`src/sv/mpa_div_pipe.sv`:
```
`default_nettype none

module mpa_div_pipe #(
    parameter int LANES = 1,
    parameter int DEN_W = 32,
    parameter int Q_W   = 16,
    parameter int SB_W  = 1
) (
    input  logic                         clk,
    input  logic                         rst_n,
    input  logic                         en,
    input  logic                         in_valid,
    input  logic [DEN_W-1:0]             den,
    input  logic [LANES-1:0][DEN_W-1:0]  rem_init,
    input  logic [LANES-1:0][Q_W-1:0]    num_lo,
    input  logic [SB_W-1:0]              in_sb,
    output logic                         out_valid,
    output logic [LANES-1:0][Q_W-1:0]    quo,
    output logic [SB_W-1:0]              out_sb
);

    // one quotient bit per stage, restoring division
    logic [Q_W-1:0]                vld_reg;
    logic [LANES-1:0][DEN_W-1:0]   rem_reg [Q_W];
    logic [LANES-1:0][Q_W-1:0]     nq_reg  [Q_W];
    logic [DEN_W-1:0]              den_reg [Q_W];
    logic [SB_W-1:0]               sb_reg  [Q_W];

    logic [LANES-1:0][DEN_W-1:0]   src_rem [Q_W];
    logic [LANES-1:0][Q_W-1:0]     src_nq  [Q_W];
    logic [DEN_W-1:0]              src_den [Q_W];
    logic [LANES-1:0][DEN_W-1:0]   rem_next [Q_W];
    logic [LANES-1:0][Q_W-1:0]     nq_next  [Q_W];

    // stage sources
    always_comb
    begin
        src_rem[0] = rem_init;
        src_nq[0]  = num_lo;
        src_den[0] = den;
        for (int s = 1; s < Q_W; s++)
        begin
            src_rem[s] = rem_reg[s-1];
            src_nq[s]  = nq_reg[s-1];
            src_den[s] = den_reg[s-1];
        end
    end

    // compare and subtract per stage and lane
    always_comb
    begin
        logic [DEN_W:0] cat;
        logic           ge;
        cat = '0;
        ge  = 1'b0;
        for (int s = 0; s < Q_W; s++)
        begin
            for (int l = 0; l < LANES; l++)
            begin
                cat = {src_rem[s][l], src_nq[s][l][Q_W-1]};
                ge  = cat >= {1'b0, src_den[s]};
                rem_next[s][l] = ge ? DEN_W'(cat - {1'b0, src_den[s]}) : DEN_W'(cat);
                nq_next[s][l]  = {src_nq[s][l][Q_W-2:0], ge};
            end
        end
    end

    // valid bits
    always_ff @(posedge clk or negedge rst_n)
    begin
        if (!rst_n)
        begin
            vld_reg <= '0;
        end
        else if (en)
        begin
            vld_reg <= {vld_reg[Q_W-2:0], in_valid};
        end
    end

    // stage payload
    always_ff @(posedge clk)
    begin
        if (en)
        begin
            sb_reg[0] <= in_sb;
            for (int s = 1; s < Q_W; s++)
            begin
                sb_reg[s] <= sb_reg[s-1];
            end
            for (int s = 0; s < Q_W; s++)
            begin
                rem_reg[s] <= rem_next[s];
                nq_reg[s]  <= nq_next[s];
                den_reg[s] <= src_den[s];
            end
        end
    end

    assign out_valid = vld_reg[Q_W-1];
    assign quo       = nq_reg[Q_W-1];
    assign out_sb    = sb_reg[Q_W-1];

endmodule

`default_nettype wire

```
`config.mk`:
```
export PLATFORM = sky130hd
export DESIGN_NAME = mpa_div_pipe
export DESIGN_NICKNAME = d
export VERILOG_FILES = /design/src/sv/mpa_div_pipe.sv
export SDC_FILE = /design/constraint.sdc
export NUM_CORES = 2
export LEC_CHECK = 0
export BUFFER_PORTS_ARGS = -buffer_cell sky130_fd_sc_hd__buf_2
export CORE_AREA = 3 3 373 375
export DETAILED_ROUTE_END_ITERATION = 16
export DIE_AREA = 0 0 376 378
export PLACE_DENSITY = 0.67
export SYNTH_ARGS = -nofsm -noshare
export SYNTH_HDL_FRONTEND = slang
export SYNTH_SLANG_ARGS = --single-unit
```
`constraint.sdc`:
```
create_clock -name clk -period 4.2 [get_ports clk]
set_input_delay 0.63 -clock clk [delete_from_list [all_inputs] [get_ports clk]]
set_output_delay 0.63 -clock clk [all_outputs]
set_load 0.1 [all_outputs]
```
==> results.yml <==
synth:
  yosys.area.top_type: "edfxtp_1"
  ys_warn_count: 0
  netlist_area_um2: 70400
  synth-main-ff-cell: "edfxtp_1"
  synth_edf_count: 1232
  netlist_instances: 6232
  yosys_register_bits: 1248
  syn_avg_cell_area_um2: 11.3
  ys_types: 96
  synth_nets: 6844
  ys_seq_area_frac: 0.531
  synth-async-reset-ratio: 0.0128
  synth_top_area_frac: 0.525
  synth_area_leaders: "edfxtp_1, ha_1, a21oi_1"
final_layout:
  nFillCells: 11200
  utilization: 0.578
  layout.nets: 7045
  diodes: 0
  final_cell_area_um2: 78400
  area_growth_pct: 11.3
  drive_gt1_frac: 0.104
global_routing:
  overflow: 0
  grt_usage: 0.231
  antenna_found_initial: 0
  grt_max_degree: 151
  grt_first_pass_wirelength_um: 259000
  grt_pass1_vias: 47500
placement:
  postPlaceCellArea_um2: 73400
  place_worst_setup_slack_ns: -0.0519
  place_congestion: 0.929
  dp_hpwl_um: 126000
  port-buffer-count: 102
power:
  p_leak_nw: 32.2
  pwr_density_cell_nw_per_um2: 773
  ir_drop_mv: 0.454
  total_power_mw: 60.6
drt:
  firstDrtPassIters: 6
  wire_per_inst_um: 19.8
  viasPerCell: 5.73
  drc_errors: 0
  vias: 47700
  drtIter0Drc: 3281
  route.final.wire_length_um: 165000
  detail-route-antenna-nets: 0
timing:
  setup_viol: 0
  fmax_mhz: 255
  setup_slack_ns: 0.277
  tns_ns: 0
  rsz0062_at_grt: "false"
  clock_skew_ns: 0.0379
  drv_slew: 0
  period_needed_ns: 3.92
  max_slew_margin: 0.286
  final_hold_viol_count: 0
  period_share: 0.934
  worstMarginPinSlew_ns: 1.07
critical_path:
  worst-path-buf-inv: 1
  crit_type: "flop to flop"
  reg2reg_from: "rem_reg[0][75]$_DFFE_PP_"
  cp-end-kind: "flop"
  path_cells: "ha_1 -> nand4_1 -> nor4_4 -> o21ai_1 -> a311oi_2 -> a211oi_1 -> o311ai_4 -> buf_12 -> mux2_2"
  critPathArrivalTime_ns: 4.46
  crit_fanout: 43
  ff2ff_path_depth: 9
  r2r-end: "rem_reg[0][108]$_DFFE_PP_"
  cp.required_ns: 4.73
  worst_path_largest_cell_delay_ns: 0.49
  cp_top_family: "compound AO/OA/AOI/OAI gates"
  r2r_setup_slack_ns: 0.28
  critPathSlowestCell: "nor4_4"
  crit_path_start_kind: "flop"
die:
  start_util: 0.519
  die_h_um: 378
  coreArea_um2: 136000
  placementRows: 135
  dieArea_um2: 142000
  die_w_um: 376
  ios: 103
hold_path:
  holdPathEnd: "den_reg[0][20]$_DFFE_PP_"
  hold_start: "den[20]"
  holdPathStages: 1
  holdCritPathClass: "primary input to flop"
outcome:
  status: "finished, final reports clean"
clock_tree:
  cts.reportedPaths.clkPinSlew_ns: 0.06
  cts_root_buffer: "clkbuf_16"
  h-tree-depth: 4
  clock_latency_ns: 0.79
  clk_path_buf_depth: 3
  cts_tree: "built"
  cts_setup_buffers: 0
  clkSinkCount: 1248
  numCtsBuffers: 138
run:
  maxCapViolCount: 0
cell usage after synthesis, types with 93 or more instances:
library cell / n
o21ai_0: 349
edfxtp_1: 1232
xnor2_1: 221
clkbuf_1: 108
nand3_1: 101
a21oi_1: 497
mux2_2: 210
nand4_1: 93
ha_1: 512
nand2_1: 426
nor2_1: 385
xor2_1: 159
inv_1: 633
a21o_1: 261
worst register-to-register path: stages, from the launching register on:
cell      delay (ns)
edfxtp_1        0.41
ha_1            0.43
nand4_1         0.28
nor4_4          0.49
o21ai_1         0.27
a311oi_2        0.48
a211oi_1        0.26
o311ai_4        0.37
buf_12          0.25
mux2_2          0.43
power breakdown:
| part | switching (mW) | total, mW | internal, mW |
|---|---|---|---|
| sequential | 1.91 | 20.3 | 18.4 |
| combinational | 16.0 | 28.4 | 12.4 |
| clock | 5.12 | 11.9 | 6.75 |
worst max-delay path by stage:
stage	slack [ns]	cells after the start	end	startpoint
6_report	0.28	9	rem_reg[0][108]$_DFFE_PP_	rem_reg[0][75]$_DFFE_PP_
2_1_floorplan	1.00	12	rem_reg[1][203]$_DFFE_PP_	rem_reg[1][179]$_DFFE_PP_
5_1_grt	0.09	11	rem_reg[1][45]$_DFFE_PP_	rem_reg[1][6]$_DFFE_PP_
3_5_place_dp	-0.05	9	rem_reg[0][108]$_DFFE_PP_	rem_reg[0][75]$_DFFE_PP_
4_1_cts	0.18	10	rem_reg[0][108]$_DFFE_PP_	den_reg[0][76]$_DFFE_PP_
3_3_place_gp	-0.12	9	rem_reg[0][108]$_DFFE_PP_	rem_reg[0][75]$_DFFE_PP_
layer usage:
metal / part of all wire / track usage / vias to the layer above
li1: - / - / 23400
met1: 0.40 / 0.266 / 22900
met2: 0.51 / 0.422 / 1109
met3: 0.036 / 0.0295 / 373
met4: 0.054 / 0.118 / 0
met5: 0 / 0 / -
cells by family (layout without fill, tap and decap cells):
kind of cell             count (synthesis)  in the layout  share of synthesized area
XOR/XNOR                               380            380                     0.0473
adder cells (fa/ha/maj)                527            527                     0.0952
AND/OR/NAND/NOR                       1368           1368                     0.0911
multiplexers                           236            236                     0.0382
buffers and inverters                  811           1119                     0.0453
AO/OA/AOI/OAI                         1662           1662                      0.152
flip-flops                            1248           1248                      0.531
cell usage in the layout, fill, tap and decap left out, types with 24 or more instances in the layout:
master and instances:
edfxtp_1 1232, inv_1 633, ha_1 512, a21oi_1 496
nand2_1 426, nor2_1 385, o21ai_0 349, a21o_1 261
xnor2_1 221, mux2_2 210, xor2_1 159, clkbuf_16 138
nand3_1 101, buf_2 101, nand4_1 93, nor3_1 76
o21a_1 75, buf_4 72, nor2b_1 61, a31oi_1 56
o21bai_1 52, a211oi_1 50, and3_1 49, nand2b_1 45
dlygate4sd3_1 42, o31ai_1 36, o211ai_1 30, clkinv_1 30
o31a_1 27, a21boi_0 24
layout make-up:
cell class,count,area [µm²],share of cell area
clock inverter,84,951,0.0121
inverter,636,2390,0.0305
tap,1781,2230,0.0284
timing repair buffer,236,1890,0.0241
multi-input combinational,4173,30000,0.382
clock buffer,163,3570,0.0455
sequential,1248,37400,0.477
per-stage QoR:
| step | instances | hold slack [ns] |
|---|---|---|
| after global routing | 8321 | 0.0193 |
| after global placement | 8032 | 0.400 |
| after floorplan | 6232 | 0.334 |
| after CTS | 8321 | 0.000687 |
| final | 8321 | 0.0624 |
| after detailed placement | 8032 | 0.405 |
timing repair:
action                     in CTS  in global routing
gates resized for setup         1                  1
hold buffers                   42                  0
cloned                          0                  0
setup endpoints to repair       9                  2
hold endpoints to repair       57                  0
(Power assumes the default switching activity.)
